<file path="config.mk">
export PLATFORM = sky130hd
export DESIGN_NAME = humidity_frame_crc_decoder
export DESIGN_NICKNAME = d
export VERILOG_FILES = /design/src/hfcd_pkg.sv /design/src/hfcd_front.sv /design/src/hfcd_queue.sv /design/src/hfcd_back.sv /design/src/humidity_frame_crc_decoder.sv
export SDC_FILE = /design/constraint.sdc
export NUM_CORES = 1
export LEC_CHECK = 0
export ABC_AREA = 1
export BUFFER_PORTS_ARGS = -buffer_cell sky130_fd_sc_hd__buf_2
export CORE_ASPECT_RATIO = 1.2
export CORE_MARGIN = 3
export CORE_UTILIZATION = 40
export DETAILED_ROUTE_END_ITERATION = 10
export GPL_ROUTABILITY_DRIVEN = 0
export PLACE_DENSITY = 0.64
export SKIP_LAST_GASP = 1
export SYNTH_ARGS = -nofsm -noshare
export SYNTH_HDL_FRONTEND = slang
export SYNTH_SLANG_ARGS = --single-unit
</file>
<file path="constraint.sdc">
create_clock -name clk -period 7.38 [get_ports clk]
set_input_delay 0.369 -clock clk [delete_from_list [all_inputs] [get_ports clk]]
set_output_delay 0.369 -clock clk [all_outputs]
set_load 0.05 [all_outputs]
</file>
<file path="src/hfcd_pkg.sv">
// Shared types and constants for the humidity frame CRC decoder.
// No dependencies; every other file of the block imports this package.
package hfcd_pkg;

    localparam int HFCD_QUEUE_DEPTH = 4;

    localparam logic [7:0] CRC_INIT = 8'hFF;
    localparam logic [7:0] CRC_POLY = 8'h31;

    typedef enum logic [1:0] {
        STATUS_OK        = 2'd0,
        STATUS_TEMP_CRC  = 2'd1,
        STATUS_HUMID_CRC = 2'd2
    } status_t;

    typedef struct packed {
        logic [7:0] rx_byte;
        logic       frame_start;
    } in_item_t;

    typedef struct packed {
        logic signed [14:0] temperature_centi;
        logic [13:0]        humidity_centi;
        logic [1:0]         status;
    } out_item_t;

    typedef struct packed {
        status_t     status;
        logic [15:0] temp_word;
        logic [15:0] humid_word;
    } frame_rec_t;

    typedef struct packed {
        logic       push;
        frame_rec_t rec;
    } rec_write_t;

endpackage

</file>
<file path="src/hfcd_front.sv">
// Front end: tracks byte position, runs the CRC-8 and captures the raw words.
// Hands one frame record per completed frame to the queue. Uses hfcd_pkg.
module hfcd_front
    import hfcd_pkg::*;
(
    input  logic       clk,
    input  logic       rst_n,
    input  logic       accept,
    input  in_item_t   item,
    output rec_write_t rec_write
);

    typedef enum logic [2:0] {
        POS_T_HI  = 3'd0,
        POS_T_LO  = 3'd1,
        POS_T_CRC = 3'd2,
        POS_H_HI  = 3'd3,
        POS_H_LO  = 3'd4,
        POS_H_CRC = 3'd5
    } pos_t;

    function automatic logic [7:0] crc8_update(input logic [7:0] crc, input logic [7:0] b);
        logic [7:0] c;
        c = crc ^ b;
        for (int k = 0; k < 8; k++)
        begin
            c = c[7] ? ((c << 1) ^ CRC_POLY) : (c << 1);
        end
        return c;
    endfunction

    pos_t        pos_reg, pos_next, pos_eff;
    logic [7:0]  crc_reg, crc_next, crc_eff;
    logic        tgood_reg, tgood_next;
    logic [15:0] temp_word_reg, temp_word_next;
    logic [15:0] humid_word_reg, humid_word_next;
    status_t     status;

    assign pos_eff = item.frame_start ? POS_T_HI : pos_reg;
    assign crc_eff = item.frame_start ? CRC_INIT : crc_reg;

    always_comb
    begin
        pos_next        = pos_reg;
        crc_next        = crc_reg;
        tgood_next      = tgood_reg;
        temp_word_next  = temp_word_reg;
        humid_word_next = humid_word_reg;
        if (!tgood_reg)
            status = STATUS_TEMP_CRC;
        else if (crc_eff != item.rx_byte)
            status = STATUS_HUMID_CRC;
        else
            status = STATUS_OK;
        if (accept)
        begin
            case (pos_eff)
                POS_T_LO:
                begin
                    temp_word_next = {temp_word_reg[15:8], item.rx_byte};
                    crc_next       = crc8_update(crc_eff, item.rx_byte);
                    pos_next       = POS_T_CRC;
                end
                POS_T_CRC:
                begin
                    tgood_next = (crc_eff == item.rx_byte);
                    crc_next   = CRC_INIT;
                    pos_next   = POS_H_HI;
                end
                POS_H_HI:
                begin
                    humid_word_next = {item.rx_byte, humid_word_reg[7:0]};
                    crc_next        = crc8_update(crc_eff, item.rx_byte);
                    pos_next        = POS_H_LO;
                end
                POS_H_LO:
                begin
                    humid_word_next = {humid_word_reg[15:8], item.rx_byte};
                    crc_next        = crc8_update(crc_eff, item.rx_byte);
                    pos_next        = POS_H_CRC;
                end
                POS_H_CRC:
                begin
                    crc_next = CRC_INIT;
                    pos_next = POS_T_HI;
                end
                default:
                begin
                    crc_next       = crc8_update(CRC_INIT, item.rx_byte);
                    temp_word_next = {item.rx_byte, temp_word_reg[7:0]};
                    pos_next       = POS_T_LO;
                end
            endcase
        end
    end

    assign rec_write.push           = accept && (pos_eff == POS_H_CRC);
    assign rec_write.rec.status     = status;
    assign rec_write.rec.temp_word  = temp_word_reg;
    assign rec_write.rec.humid_word = humid_word_reg;

    always_ff @(posedge clk or negedge rst_n)
    begin
        if (!rst_n)
        begin
            pos_reg   <= POS_T_HI;
            crc_reg   <= CRC_INIT;
            tgood_reg <= 1'b0;
        end
        else
        begin
            pos_reg   <= pos_next;
            crc_reg   <= crc_next;
            tgood_reg <= tgood_next;
        end
    end

    always_ff @(posedge clk)
    begin
        temp_word_reg  <= temp_word_next;
        humid_word_reg <= humid_word_next;
    end

endmodule

</file>
<file path="src/hfcd_queue.sv">
// Short queue of frame records between the front end and the converter.
// Uses hfcd_pkg for the record type.
module hfcd_queue
    import hfcd_pkg::*;
#(
    parameter int DEPTH = HFCD_QUEUE_DEPTH
)
(
    input  logic       clk,
    input  logic       rst_n,
    input  rec_write_t rec_write,
    output logic       full,
    input  logic       rd_en,
    output frame_rec_t rd_data,
    output logic       empty
);

    localparam int IDX_W = $clog2(DEPTH);
    localparam int CNT_W = $clog2(DEPTH + 1);
    localparam logic [IDX_W-1:0] LAST_IDX = IDX_W'(DEPTH - 1);
    localparam logic [CNT_W-1:0] FULL_CNT = CNT_W'(DEPTH);

    frame_rec_t       mem [DEPTH];
    logic [IDX_W-1:0] wr_ptr_reg, wr_ptr_next;
    logic [IDX_W-1:0] rd_ptr_reg, rd_ptr_next;
    logic [CNT_W-1:0] count_reg, count_next;

    assign full    = (count_reg == FULL_CNT);
    assign empty   = (count_reg == '0);
    assign rd_data = mem[rd_ptr_reg];

    always_comb
    begin
        wr_ptr_next = wr_ptr_reg;
        rd_ptr_next = rd_ptr_reg;
        count_next  = count_reg;
        if (rec_write.push)
            wr_ptr_next = (wr_ptr_reg == LAST_IDX) ? '0 : wr_ptr_reg + 1'b1;
        if (rd_en)
            rd_ptr_next = (rd_ptr_reg == LAST_IDX) ? '0 : rd_ptr_reg + 1'b1;
        case ({rec_write.push, rd_en})
            2'b10:   count_next = count_reg + 1'b1;
            2'b01:   count_next = count_reg - 1'b1;
            default: count_next = count_reg;
        endcase
    end

    always_ff @(posedge clk)
    begin
        if (rec_write.push)
            mem[wr_ptr_reg] <= rec_write.rec;
    end

    always_ff @(posedge clk or negedge rst_n)
    begin
        if (!rst_n)
        begin
            wr_ptr_reg <= '0;
            rd_ptr_reg <= '0;
            count_reg  <= '0;
        end
        else
        begin
            wr_ptr_reg <= wr_ptr_next;
            rd_ptr_reg <= rd_ptr_next;
            count_reg  <= count_next;
        end
    end

endmodule

</file>
<file path="src/hfcd_back.sv">
// Back end: scales the raw words in two stages (multiply, then divide by 65535
// with one correction step) and holds the result until it is taken. Uses hfcd_pkg.
module hfcd_back
    import hfcd_pkg::*;
(
    input  logic       clk,
    input  logic       rst_n,
    input  logic       q_empty,
    input  frame_rec_t q_data,
    output logic       q_pop,
    output logic       empty,
    input  logic       pop,
    output out_item_t  result
);

    localparam logic [30:0] T_SCALE  = 31'd17500;
    localparam logic [29:0] H_SCALE  = 30'd10000;
    localparam logic [14:0] T_OFFSET = 15'd4500;
    localparam logic [16:0] DIVISOR  = 17'd65535;

    function automatic logic [14:0] div65535(input logic [30:0] x);
        logic [14:0] q_est;
        logic [16:0] rem;
        q_est = x[30:16];
        rem   = {1'b0, x[15:0]} + {2'b00, q_est};
        return (rem >= DIVISOR) ? q_est + 1'b1 : q_est;
    endfunction

    logic        en;
    logic        s1_valid_reg;
    status_t     s1_status_reg;
    logic [30:0] t_prod_reg;
    logic [29:0] h_prod_reg;
    logic        out_valid_reg;
    out_item_t   out_reg, out_next;
    logic [14:0] t_quot, h_quot;

    assign en    = !out_valid_reg || pop;
    assign q_pop = en && !q_empty;
    assign empty = !out_valid_reg;
    assign result = out_reg;

    assign t_quot = div65535(t_prod_reg);
    assign h_quot = div65535({1'b0, h_prod_reg});

    always_comb
    begin
        out_next.status = s1_status_reg;
        if (s1_status_reg == STATUS_OK)
        begin
            out_next.temperature_centi = t_quot - T_OFFSET;
            out_next.humidity_centi    = h_quot[13:0];
        end
        else
        begin
            out_next.temperature_centi = '0;
            out_next.humidity_centi    = '0;
        end
    end

    always_ff @(posedge clk or negedge rst_n)
    begin
        if (!rst_n)
        begin
            s1_valid_reg  <= 1'b0;
            out_valid_reg <= 1'b0;
        end
        else if (en)
        begin
            s1_valid_reg  <= !q_empty;
            out_valid_reg <= s1_valid_reg;
        end
    end

    always_ff @(posedge clk)
    begin
        if (en)
        begin
            s1_status_reg <= q_data.status;
            t_prod_reg    <= T_SCALE * {15'd0, q_data.temp_word};
            h_prod_reg    <= H_SCALE * {14'd0, q_data.humid_word};
            out_reg       <= out_next;
        end
    end

endmodule

</file>
<file path="src/humidity_frame_crc_decoder.sv">
// Top level of the humidity frame CRC decoder: front end, record queue, converter.
// Depends on hfcd_pkg, hfcd_front, hfcd_queue and hfcd_back.
//
//   channel   | signals                 | request moves
//   ----------+-------------------------+-------------------------------------
//   input     | push, full, item        | one frame byte with its start flag
//   result    | empty, pop, result      | converted temperature, humidity, status
//
// One byte is taken every cycle while full is low; full rises only when the
// record queue holds QUEUE_DEPTH finished frames. The record of a frame is written to
// the queue at the edge that takes its sixth byte; its result then passes the multiply
// stage and the divide stage before it appears.
// rst_n clears position, CRC and all valid state at once; no clearing pass.
// A stalled result holds its converter stage; frames behind it wait in the queue.
module humidity_frame_crc_decoder
    import hfcd_pkg::*;
#(
    parameter int QUEUE_DEPTH = HFCD_QUEUE_DEPTH
)
(
    input  logic      clk,
    input  logic      rst_n,
    input  logic      push,
    output logic      full,
    input  in_item_t  item,
    output logic      empty,
    input  logic      pop,
    output out_item_t result
);

    rec_write_t rec_write;
    frame_rec_t q_data;
    logic       q_empty;
    logic       q_pop;
    logic       accept;

    assign accept = push && !full;

    hfcd_front u_front (
        .clk       (clk),
        .rst_n     (rst_n),
        .accept    (accept),
        .item      (item),
        .rec_write (rec_write)
    );

    hfcd_queue #(
        .DEPTH (QUEUE_DEPTH)
    ) u_queue (
        .clk       (clk),
        .rst_n     (rst_n),
        .rec_write (rec_write),
        .full      (full),
        .rd_en     (q_pop),
        .rd_data   (q_data),
        .empty     (q_empty)
    );

    hfcd_back u_back (
        .clk     (clk),
        .rst_n   (rst_n),
        .q_empty (q_empty),
        .q_data  (q_data),
        .q_pop   (q_pop),
        .empty   (empty),
        .pop     (pop),
        .result  (result)
    );

endmodule

</file>
==> results of run 1 <==
-- cell usage after synthesis, types with 4 or more instances --
cell | n | area share (%)
sky130_fd_sc_hd__clkinv_1 | 5 | 0.10
sky130_fd_sc_hd__o21ai_0 | 57 | 1.5
sky130_fd_sc_hd__xnor2_1 | 40 | 1.9
sky130_fd_sc_hd__a21oi_1 | 116 | 3.1
sky130_fd_sc_hd__dfrtp_1 | 13 | 1.7
sky130_fd_sc_hd__a32oi_1 | 20 | 0.94
sky130_fd_sc_hd__o22ai_1 | 14 | 0.47
sky130_fd_sc_hd__nand2_2 | 19 | 0.64
sky130_fd_sc_hd__edfxtp_1 | 256 | 41
sky130_fd_sc_hd__nor4_1 | 4 | 0.13
sky130_fd_sc_hd__clkbuf_1 | 24 | 0.48
sky130_fd_sc_hd__nand3b_1 | 9 | 0.36
sky130_fd_sc_hd__nand4_1 | 8 | 0.27
sky130_fd_sc_hd__dfstp_2 | 8 | 1.1
sky130_fd_sc_hd__nand2_1 | 292 | 5.9
sky130_fd_sc_hd__xor2_1 | 69 | 3.2
sky130_fd_sc_hd__inv_2 | 7 | 0.14
sky130_fd_sc_hd__nor2_1 | 154 | 3.1
sky130_fd_sc_hd__inv_1 | 314 | 6.3
sky130_fd_sc_hd__ha_1 | 199 | 13
sky130_fd_sc_hd__nand3_1 | 81 | 2.2
sky130_fd_sc_hd__nor2_2 | 9 | 0.30
sky130_fd_sc_hd__fa_1 | 83 | 8.9
sky130_fd_sc_hd__nor3_1 | 15 | 0.40
sky130_fd_sc_hd__o21ai_1 | 9 | 0.24
sky130_fd_sc_hd__a31oi_1 | 5 | 0.17
sky130_fd_sc_hd__o211ai_1 | 5 | 0.20
sky130_fd_sc_hd__or2_2 | 4 | 0.13
-- critical path: cells and delay by family (launching register included) --
family | cells | cell delay [ps]
adder cells (fa/ha/maj) | 6 | 2420
AND/OR/NAND/NOR | 3 | 230
XOR/XNOR | 1 | 80
AO/OA/AOI/OAI | 9 | 1910
buffers and inverters | 8 | 900
flip-flops | 1 | 570
-- metrics by stage --
stage	hold WS (ps)	setup slack (ps)	instance area, µm²
2_1_floorplan	73.4	1490	18700
3_3_place_gp	377	1130	19700
3_5_place_dp	376	1030	19700
4_1_cts	143	1020	20800
5_1_grt	209	504	20800
6_report	171	1050	20800
-- logic make-up (layout without fill, tap and decap cells) --
| family | after synthesis | in the layout | synth area share [%] |
|---|---|---|---|
| and+or+nand+nor | 601 | 601 | 13.8 |
| buffers and inverters | 357 | 455 | 7.36 |
| adders and majority gates | 282 | 282 | 22.2 |
| DFF | 277 | 277 | 44.1 |
| AOI/OAI and AO/OA | 242 | 242 | 7.44 |
| xor gates and xnor gates | 109 | 109 | 5.12 |
-- worst min-delay path by stage --
stage | slack, ps | start | endpoint | depth (start not counted)
after floorplan | 70 | rst_n | u_back.out_valid_reg | 0
after global placement | 380 | rst_n | u_front.pos_reg[0] | 1
after CTS | 140 | item[3] | u_front.crc_reg[2] | 4
after global routing | 210 | item[3] | u_front.crc_reg[2] | 4
final | 170 | item[3] | u_front.crc_reg[2] | 4
after detailed placement | 380 | rst_n | u_front.pos_reg[0] | 1
-- layout make-up --
cell class                      count  area (µm²)  share of cell area, %
Tap cell                          616         771                   3.71
Inverter                          326        1220                   5.89
Multi-Input combinational cell   1234        9090                   43.7
Timing Repair Buffer               73         438                   2.11
Sequential cell                   277        8220                   39.5
Clock buffer                       33         782                   3.76
Clock inverter                     23         264                   1.27
-- per-layer routing --
metal | GRT usage, % | share of wire [%] | wire [µm]
met5 | 0 | 0 | 0
met4 | 5.65 | 3.3 | 1220
met3 | 1.92 | 3.5 | 1280
met2 | 27.0 | 50 | 18500
met1 | 18.5 | 43 | 16000
-- repair_timing --
| action | CTS | global route |
|---|---|---|
| endpoints found under the hold margin | 13 | 0 |
| buffers inserted | 0 | 0 |
| hold buffers | 1 | 0 |
==> results.toml, run 1 <==
[worst_setup_path]
setup.worst_path.end = "u_back.h_prod_reg[29]"
type_of_element_launching_the_critical_path = "flop"
max_stage_delay_ps = 570
cp_data_arrival_time_ps = 6660
rr_worst_depth = 27
crit_top_cell = "sky130_fd_sc_hd__inv_1"
crit_path_top_delay_cell = "sky130_fd_sc_hd__dfrtp_2"
timing.critical_path.to_type = "flop"
critical_path.reg2reg.startpoint = "u_queue.rd_ptr_reg[0]"
worst_setup_path_startpoint = "u_queue.rd_ptr_reg[0]"
rrSetupSlack_ps = 1050
critical_path.max_fanout = 34
r2r-end = "u_back.h_prod_reg[29]"
critPathRequiredTime_ps = 7710
crit_type = "flop to flop"

[cells_and_area]
largest_register_ffs = 136
area_delta_synth_final_pct = 11.5
fraction_of_final_layout_cells_sized_beyond_drive_strength_1_pct = 9.46
antenna_cells = 0
final_cells = 2582
fillerInstances = 4349
final_util_pct = 45.2
mostFrequentLayoutCells = "sky130_fd_sc_hd__inv_1 (313), sky130_fd_sc_hd__nand2_1 (292), sky130_fd_sc_hd__edfxtp_1 (256)"
final_common_cell = "sky130_fd_sc_hd__inv_1"
finalNetCount = 2237

[sta]
max_clock_freq_ghz = 0.158
tns_ps = 0
timing.final.crit_period_ps = 6330
finalClockSkew_ps = 21.5
slew_viol_final = 0
rsz_0062_raised_after_global_routing = "no"
report.final.hold_viol_count = 0
slew_headroom_pct = 22.5
fin_crit_share_pct = 85.8
setup_viol = 0
worstMarginPinSlew_ps = 1150

[placed_design]
detailedPlacementHpwl_um = 28300
post-place-cells = 2525
buffers_added_on_ports = 45

[die]
die_area_um2 = 49300
starting_density_of_the_core_pct = 40.5
fp-row-count = 86
die_x_um = 203
coreArea_um2 = 46100
vert_die_dim_um = 243
io_pins = 46

[global_route]
largest_net_degree_at_the_start_of_global_routing = 75
grt_remaining_overflow = 0
overall_global_routing_usage_pct = 15.1
number_of_antenna_violations_at_the_first_check_in_global_routing = 0
grt_pass1_vias = 12900
first_pass_grt_wire_length_um = 61900

[flow_run]
maxCapViolations = 0

[logic_synthesis]
synthDistinctLibCells = 48
synth.avg_cell_area_um2 = 9.99
synthesis.instances = 1868
postSynth.topFlopCell = "sky130_fd_sc_hd__edfxtp_1"
async_flop_share_pct = 7.58
post_synthesis_cell_area_um2 = 18700
synthesis.yosys.warnings = 0
synth.net_count = 2163
synth_sequential_area_ratio_pct = 44.1
synth_enable_flop_cells = 256
yosys_register_bits = 277

[clocking]
cts_root_buffer = "sky130_fd_sc_hd__clkbuf_16"
clock-sinks = 277
clock_slew_at_the_register_clock_pins_of_the_worst_setup_and_hold_paths_ps = 60
cts.path.max_buffers = 3
clock_latency_ps = 580
cts-resized-gates = 0
cts_inserted_buffers = 30
tritoncts = "yes"
h_tree_levels = 1

[hold_path]
hold_wc_path_type = "input pin to flop"

[drt]
routed_wl_um = 37000
vias = 12600
initial_drc_count = 508
detailed_routing_iterations_pass_1 = 5
avgViaCountPerCell = 4.90
drt_drc_violations_left = 0
routed_wire_length_per_instance_um = 14.3
drt.antenna.violating_nets = 0

[status]
status = "finished, final reports clean"
Power of run 1 is left out: the tool's default activity adds up to more than one toggle a clock period on the data nets, which glitch-free logic cannot reach.
==> inputs of run 2 (changes only) <==
--- a/config.mk
+++ b/config.mk
@@ -5,14 +5,14 @@
 export SDC_FILE = /design/constraint.sdc
 export NUM_CORES = 1
 export LEC_CHECK = 0
-export ABC_AREA = 1
 export BUFFER_PORTS_ARGS = -buffer_cell sky130_fd_sc_hd__buf_2
 export CORE_ASPECT_RATIO = 1.2
 export CORE_MARGIN = 3
-export CORE_UTILIZATION = 40
+export CORE_UTILIZATION = 64
+export CTS_BUF_LIST = sky130_fd_sc_hd__clkbuf_8 sky130_fd_sc_hd__clkbuf_16
 export DETAILED_ROUTE_END_ITERATION = 10
 export GPL_ROUTABILITY_DRIVEN = 0
-export PLACE_DENSITY = 0.64
+export PLACE_DENSITY = 0.9
 export SKIP_LAST_GASP = 1
 export SYNTH_ARGS = -nofsm -noshare
 export SYNTH_HDL_FRONTEND = slang
==> results.toml, run 2 <==
[worst_setup_path]
type_of_element_launching_the_critical_path = "flop"
crit_type = "flop to flop"
ordered_list_of_cells_on_the_worst_path = "buf_4 -> mux4_2 -> ha_1 -> fa_1 -> ha_1 -> ha_1 -> inv_1 -> fa_1 -> fa_1 -> nor2b_1 -> o21ai_0 -> a21boi_0 -> o21ai_0 -> a21boi_0 -> o21ai_0 -> a31oi_1 -> o31ai_1 -> a311oi_1 -> nor3_1 -> nor2_1 -> nor2_1"
critPathRequiredTime_ps = 7680
timing.critical_path.to_type = "flop"
critical_path.max_fanout = 17
max_stage_delay_ps = 700
cp_data_arrival_time_ps = 7030
rr_worst_depth = 21
crit_path_top_delay_cell = "sky130_fd_sc_hd__dfrtp_2"

[clocking]
h_tree_levels = 1
clock_latency_ps = 560
cts_inserted_buffers = 27
clock-sinks = 277
tritoncts = "yes"
postCtsSetupBuffers = 0
cts_root_buffer = "sky130_fd_sc_hd__clkbuf_16"
clock_slew_at_the_register_clock_pins_of_the_worst_setup_and_hold_paths_ps = 60
cts.path.max_buffers = 3

[sta]
timing.final.crit_period_ps = 6740
report.final.hold_viol_count = 0
slew_viol_final = 0
max_clock_freq_ghz = 0.148
setup_viol = 0
worstMarginPinSlew_ps = 1090
tns_ps = 0
rsz_0062_raised_after_global_routing = "no"
finalClockSkew_ps = 22.0
final.hold.worst_slack_ps = 191
fin_crit_share_pct = 91.3
slew_headroom_pct = 27.2

[cells_and_area]
final_common_cell = "sky130_fd_sc_hd__edfxtp_1"
area_delta_synth_final_pct = 8.27
finalNetCount = 1837
mostFrequentLayoutCells = "sky130_fd_sc_hd__edfxtp_1 (256), sky130_fd_sc_hd__inv_1 (227), sky130_fd_sc_hd__ha_1 (199)"
largest_register_ffs = 136
final_cells = 1937
antenna_cells = 0
fraction_of_final_layout_cells_sized_beyond_drive_strength_1_pct = 10.6
stdcell_area_um2 = 19700

[logic_synthesis]
synth.avg_cell_area_um2 = 12.2
synth_sequential_area_ratio_pct = 45.2
synthDistinctLibCells = 70
ys_top_cells_by_count = "sky130_fd_sc_hd__edfxtp_1 (256), sky130_fd_sc_hd__inv_1 (222), sky130_fd_sc_hd__ha_1 (199)"
yosysTopAreaCell = "sky130_fd_sc_hd__edfxtp_1"
yosys_register_bits = 277
synth_enable_flop_cells = 256
post-synth-top-count-cell = "sky130_fd_sc_hd__edfxtp_1"
leading_post_synthesis_cells_by_cell_area = "sky130_fd_sc_hd__edfxtp_1 (42%), sky130_fd_sc_hd__ha_1 (14%), sky130_fd_sc_hd__fa_1 (9.1%)"
async_flop_share_pct = 7.58
postSynth.topFlopCell = "sky130_fd_sc_hd__edfxtp_1"
synthesis.yosys.warnings = 0
synth.net_count = 1787
netlist.area_leader.share_pct = 42.3
post_synthesis_cell_area_um2 = 18200
synthesis.instances = 1492

[die]
vert_die_dim_um = 191
die_x_um = 160
starting_density_of_the_core_pct = 65.9
coreArea_um2 = 27600
die_area_um2 = 30500
fp-row-count = 66
io_pins = 46

[hold_path]
hold-path-cell-count = 3
hold_wc_path_type = "input pin to flop"

[global_route]
first_pass_grt_wire_length_um = 60000
largest_net_degree_at_the_start_of_global_routing = 90
number_of_antenna_violations_at_the_first_check_in_global_routing = 0
overall_global_routing_usage_pct = 24.4
grt_pass1_vias = 12000
grt_remaining_overflow = 0

[drt]
routed_wl_um = 36200
routed_wire_length_per_instance_um = 18.7
avgViaCountPerCell = 5.90
initial_drc_count = 786
drt.antenna.violating_nets = 0
drt_drc_violations_left = 0
vias = 11400
detailed_routing_iterations_pass_1 = 7

[flow_run]
maxCapViolations = 0

[placed_design]
placement.cell_area_um2 = 18800
detailedPlacementHpwl_um = 26700
buffers_added_on_ports = 45
post-place-cells = 1886

[status]
status = "finished, final reports clean"
run 2: cell count changes after synthesis, moves of 28 or more:
cell	before	now
sky130_fd_sc_hd__and2_1	0	28
sky130_fd_sc_hd__nand2_1	292	40
sky130_fd_sc_hd__inv_1	314	222
sky130_fd_sc_hd__nor2_1	154	96
sky130_fd_sc_hd__a21oi_1	116	60
sky130_fd_sc_hd__xnor2_1	40	78
sky130_fd_sc_hd__xor2_1	69	32
sky130_fd_sc_hd__mux4_2	0	34
sky130_fd_sc_hd__nand3_1	81	19
run 2: critical path: cells and delay by family, from the launching register on:
kind	cells	cell delay, ps
adder cells (fa/ha/maj)	6	2340
AO/OA/AOI/OAI	8	1940
flip-flops	1	700
multiplexers	1	610
AND/OR/NAND/NOR	4	470
buffers and inverters	2	400
run 2: final cells by class:
type | instances | area [µm²]
Multi-Input combinational cell | 957 | 8980
Sequential cell | 277 | 8220
Fill cell | 1786 | 7890
Inverter | 222 | 835
Clock buffer | 30 | 717
Tap cell | 374 | 468
Timing Repair Buffer | 57 | 318
Clock inverter | 20 | 148
run 2: through the flow:
| step | utilization (%) | setup WS [ps] |
|---|---|---|
| floorplan | - | 1010 |
| global placement | 68.2 | 1120 |
| detailed placement | 68.2 | 809 |
| CTS | 71.4 | 733 |
| global route | 71.4 | 117 |
| finish | 71.4 | 644 |
run 2: worst paths after layout:
kind | from | to | slack (ps)
worst max-delay path | u_queue.rd_ptr_reg[0] | u_back.t_prod_reg[28] | 640
worst min register to register | u_back.s1_valid_reg | u_back.s1_valid_reg | 470
max in group asynchronous | rst_n | u_queue.rd_ptr_reg[0] | 6670
min in group asynchronous | rst_n | u_front.pos_reg[2] | 320
worst max register to register | u_queue.rd_ptr_reg[0] | u_back.t_prod_reg[28] | 640
worst min-delay path | pop | u_back.s1_valid_reg | 190
run 2: cells by family after synthesis:
| logic type | Yosys count | synth area share [%] |
|---|---|---|
| DFF | 277 | 45.2 |
| AOI/OAI and AO/OA | 215 | 7.77 |
| xor gates and xnor gates | 111 | 5.39 |
| muxes | 43 | 4.73 |
| adders and majority gates | 282 | 22.8 |
| and+or+nand+nor | 306 | 8.68 |
| buffers and inverters | 258 | 5.40 |
run 2: per-layer routing:
layer / global-route usage [%] / part of all wire, %
met1: 28.4 / 38
met2: 44.6 / 52
met3: 3.80 / 5.2
met4: 11.0 / 5.2
met5: 0 / 0
run 2: timing repair:
| item | in CTS | in global routing |
|---|---|---|
| hold buffers | 1 | 0 |
| hold endpoints to repair | 13 | 0 |
| resized for setup | 0 | 0 |
Power of run 2 is left out for the same reason.
==> inputs of run 3 (changes only) <==
--- a/config.mk
+++ b/config.mk
@@ -6,7 +6,7 @@
 export NUM_CORES = 1
 export LEC_CHECK = 0
 export BUFFER_PORTS_ARGS = -buffer_cell sky130_fd_sc_hd__buf_2
-export CORE_ASPECT_RATIO = 1.2
+export CORE_ASPECT_RATIO = 0.8
 export CORE_MARGIN = 3
 export CORE_UTILIZATION = 64
 export CTS_BUF_LIST = sky130_fd_sc_hd__clkbuf_8 sky130_fd_sc_hd__clkbuf_16
==> results.toml, run 3 (same netlist as run 2, synthesis figures left out) <==
[status]
status = "finished, final reports clean"

[worst_setup_path]
r2r-end = "u_back.t_prod_reg[29]"
crit_type = "flop to flop"
critPathRequiredTime_ps = 7670
rr_worst_depth = 22
type_of_element_launching_the_critical_path = "flop"
timing.critical_path.to_type = "flop"
cp_data_arrival_time_ps = 6920
rrSetupSlack_ps = 740
cp_num_buf_inv = 3
critical_path.max_fanout = 18
ordered_list_of_cells_on_the_worst_path = "buf_4 -> mux4_2 -> ha_1 -> fa_1 -> ha_1 -> ha_1 -> inv_1 -> fa_1 -> inv_1 -> ha_1 -> a21o_1 -> a21oi_1 -> o21ai_0 -> a21oi_1 -> nand2b_1 -> a2111oi_0 -> o21ai_0 -> a31oi_1 -> o21ai_0 -> a21oi_1 -> nor2_1 -> xnor2_1"
crit_path_top_delay_cell = "sky130_fd_sc_hd__dfrtp_1"
max_stage_delay_ps = 930
cpLargestDelayFamily = "adder cells"
critical_path.reg2reg.startpoint = "u_queue.rd_ptr_reg[1]"
crit_top_cell = "sky130_fd_sc_hd__ha_1"

[die]
vert_die_dim_um = 157
io_pins = 46
fp-row-count = 54
die_x_um = 194
coreArea_um2 = 27600
starting_density_of_the_core_pct = 65.8
die_area_um2 = 30500

[sta]
finalClockSkew_ps = 45.9
fin_crit_share_pct = 89.9
slew_viol_final = 0
rsz_0062_raised_after_global_routing = "no"
tns_ps = 0
slew_headroom_pct = 30.5
timing.final.crit_period_ps = 6640
worstMarginPinSlew_ps = 1040
report.final.hold_viol_count = 0
setup_viol = 0
max_clock_freq_ghz = 0.151

[hold_path]
worstHoldStart = "pop"
hold-path-cell-count = 3
hold_wc_path_type = "input pin to flop"
capture_endpoint_of_the_worst_hold_path = "u_back.s1_valid_reg"

[cells_and_area]
stdcell_area_um2 = 19700
layout.area.seq_um2 = 8220
mostFrequentLayoutCells = "sky130_fd_sc_hd__edfxtp_1 (256), sky130_fd_sc_hd__inv_1 (231), sky130_fd_sc_hd__ha_1 (199)"
antenna_cells = 0
finalNetCount = 1838
fillerInstances = 1765
final_util_pct = 71.3
multiInputGateArea_um2 = 8980
fraction_of_final_layout_cells_sized_beyond_drive_strength_1_pct = 10.5
largest_register_ffs = 136
final_common_cell = "sky130_fd_sc_hd__edfxtp_1"
area_delta_synth_final_pct = 8.37

[global_route]
first_pass_grt_wire_length_um = 61300
grt_remaining_overflow = 0
largest_net_degree_at_the_start_of_global_routing = 87
overall_global_routing_usage_pct = 25.1
grt_pass1_vias = 11900
number_of_antenna_violations_at_the_first_check_in_global_routing = 0

[clocking]
clock_slew_at_the_register_clock_pins_of_the_worst_setup_and_hold_paths_ps = 60
clock-sinks = 277
cts.path.max_buffers = 3
cts_inserted_buffers = 28
h_tree_levels = 1
postCtsSetupBuffers = 0
cts_root_buffer = "sky130_fd_sc_hd__clkbuf_16"
cts-resized-gates = 0
tritoncts = "yes"
clock_latency_ps = 580

[drt]
avgViaCountPerCell = 5.99
wirelength_met1_um = 15700
routed_wl_um = 37300
routed_wire_length_per_instance_um = 19.4
drt_drc_violations_left = 0
initial_drc_count = 978
detailed_routing_iterations_pass_1 = 6
drt.antenna.violating_nets = 0
met2_wirelength_um = 18300
detailroute.wirelength.met3_um = 2170
dr.max_layer_used = "met4"
vias = 11500

[placed_design]
placement.cell_area_um2 = 18800
detailedPlacementHpwl_um = 27800
buffers_added_on_ports = 45

[flow_run]
maxCapViolations = 0
-- run 3: cell types whose count changed in the layout (fill, tap and decap cells not counted) --
cell,previous run,this run
sky130_fd_sc_hd__clkinv_1,3,1
sky130_fd_sc_hd__clkbuf_16,27,28
sky130_fd_sc_hd__clkinv_2,4,5
sky130_fd_sc_hd__clkinv_4,3,1
sky130_fd_sc_hd__clkinv_16,0,1
sky130_fd_sc_hd__inv_16,1,0
sky130_fd_sc_hd__bufinv_16,1,2
sky130_fd_sc_hd__inv_1,227,231
sky130_fd_sc_hd__inv_6,0,4
sky130_fd_sc_hd__clkinvlp_4,3,0
sky130_fd_sc_hd__clkbuf_8,3,0
-- run 3: area by class of cell --
type | instances | share of cell area [%]
flip-flops and latches | 277 | 41.7
multi-input cells | 957 | 45.6
inverters | 222 | 4.23
well taps | 364 | 2.31
repair buffers | 57 | 1.61
clock buffers | 28 | 3.55
clock inverters | 23 | 0.990
-- run 3: worst max path at each step --
stage                                     start                     to  slack [ps]  depth (start not counted)
after floorplan           u_queue.rd_ptr_reg[0]  u_back.h_prod_reg[29]        1010                         24
after global placement    u_queue.rd_ptr_reg[0]  u_back.h_prod_reg[29]        1140                         23
after detailed placement  u_queue.rd_ptr_reg[1]  u_back.t_prod_reg[29]         890                         22
after CTS                 u_queue.rd_ptr_reg[1]  u_back.t_prod_reg[29]         780                         22
after global routing      u_queue.rd_ptr_reg[0]  u_back.t_prod_reg[30]         430                         21
final                     u_queue.rd_ptr_reg[1]  u_back.t_prod_reg[29]         740                         22
-- run 3: worst min-delay path, stage by stage --
cell                     delay [ps]
sky130_fd_sc_hd__buf_2           70
sky130_fd_sc_hd__nor2_1          60
sky130_fd_sc_hd__a21o_1         170
-- run 3: metal layers --
layer | GRT usage (%) | vias to the layer above
li1 | - | 5366
met1 | 34.2 | 5599
met2 | 42.6 | 467
met3 | 3.25 | 109
met4 | 8.13 | 0
met5 | 0 | -
-- run 3: repair_timing --
action	in CTS	in global routing
setup endpoints to repair	0	0
endpoints found under the hold margin	13	0
hold buffers	1	0
-- run 3: metrics by stage --
stage / setup slack, ps / cells / hold slack (ps)
detailed placement: 890 / 1876 / 379
finish: 744 / 1928 / 141
global placement: 1140 / 1876 / 363
global route: 433 / 1928 / 143
CTS: 777 / 1928 / 124
floorplan: 1010 / 1492 / 73.4
Power of run 3 is left out for the same reason.
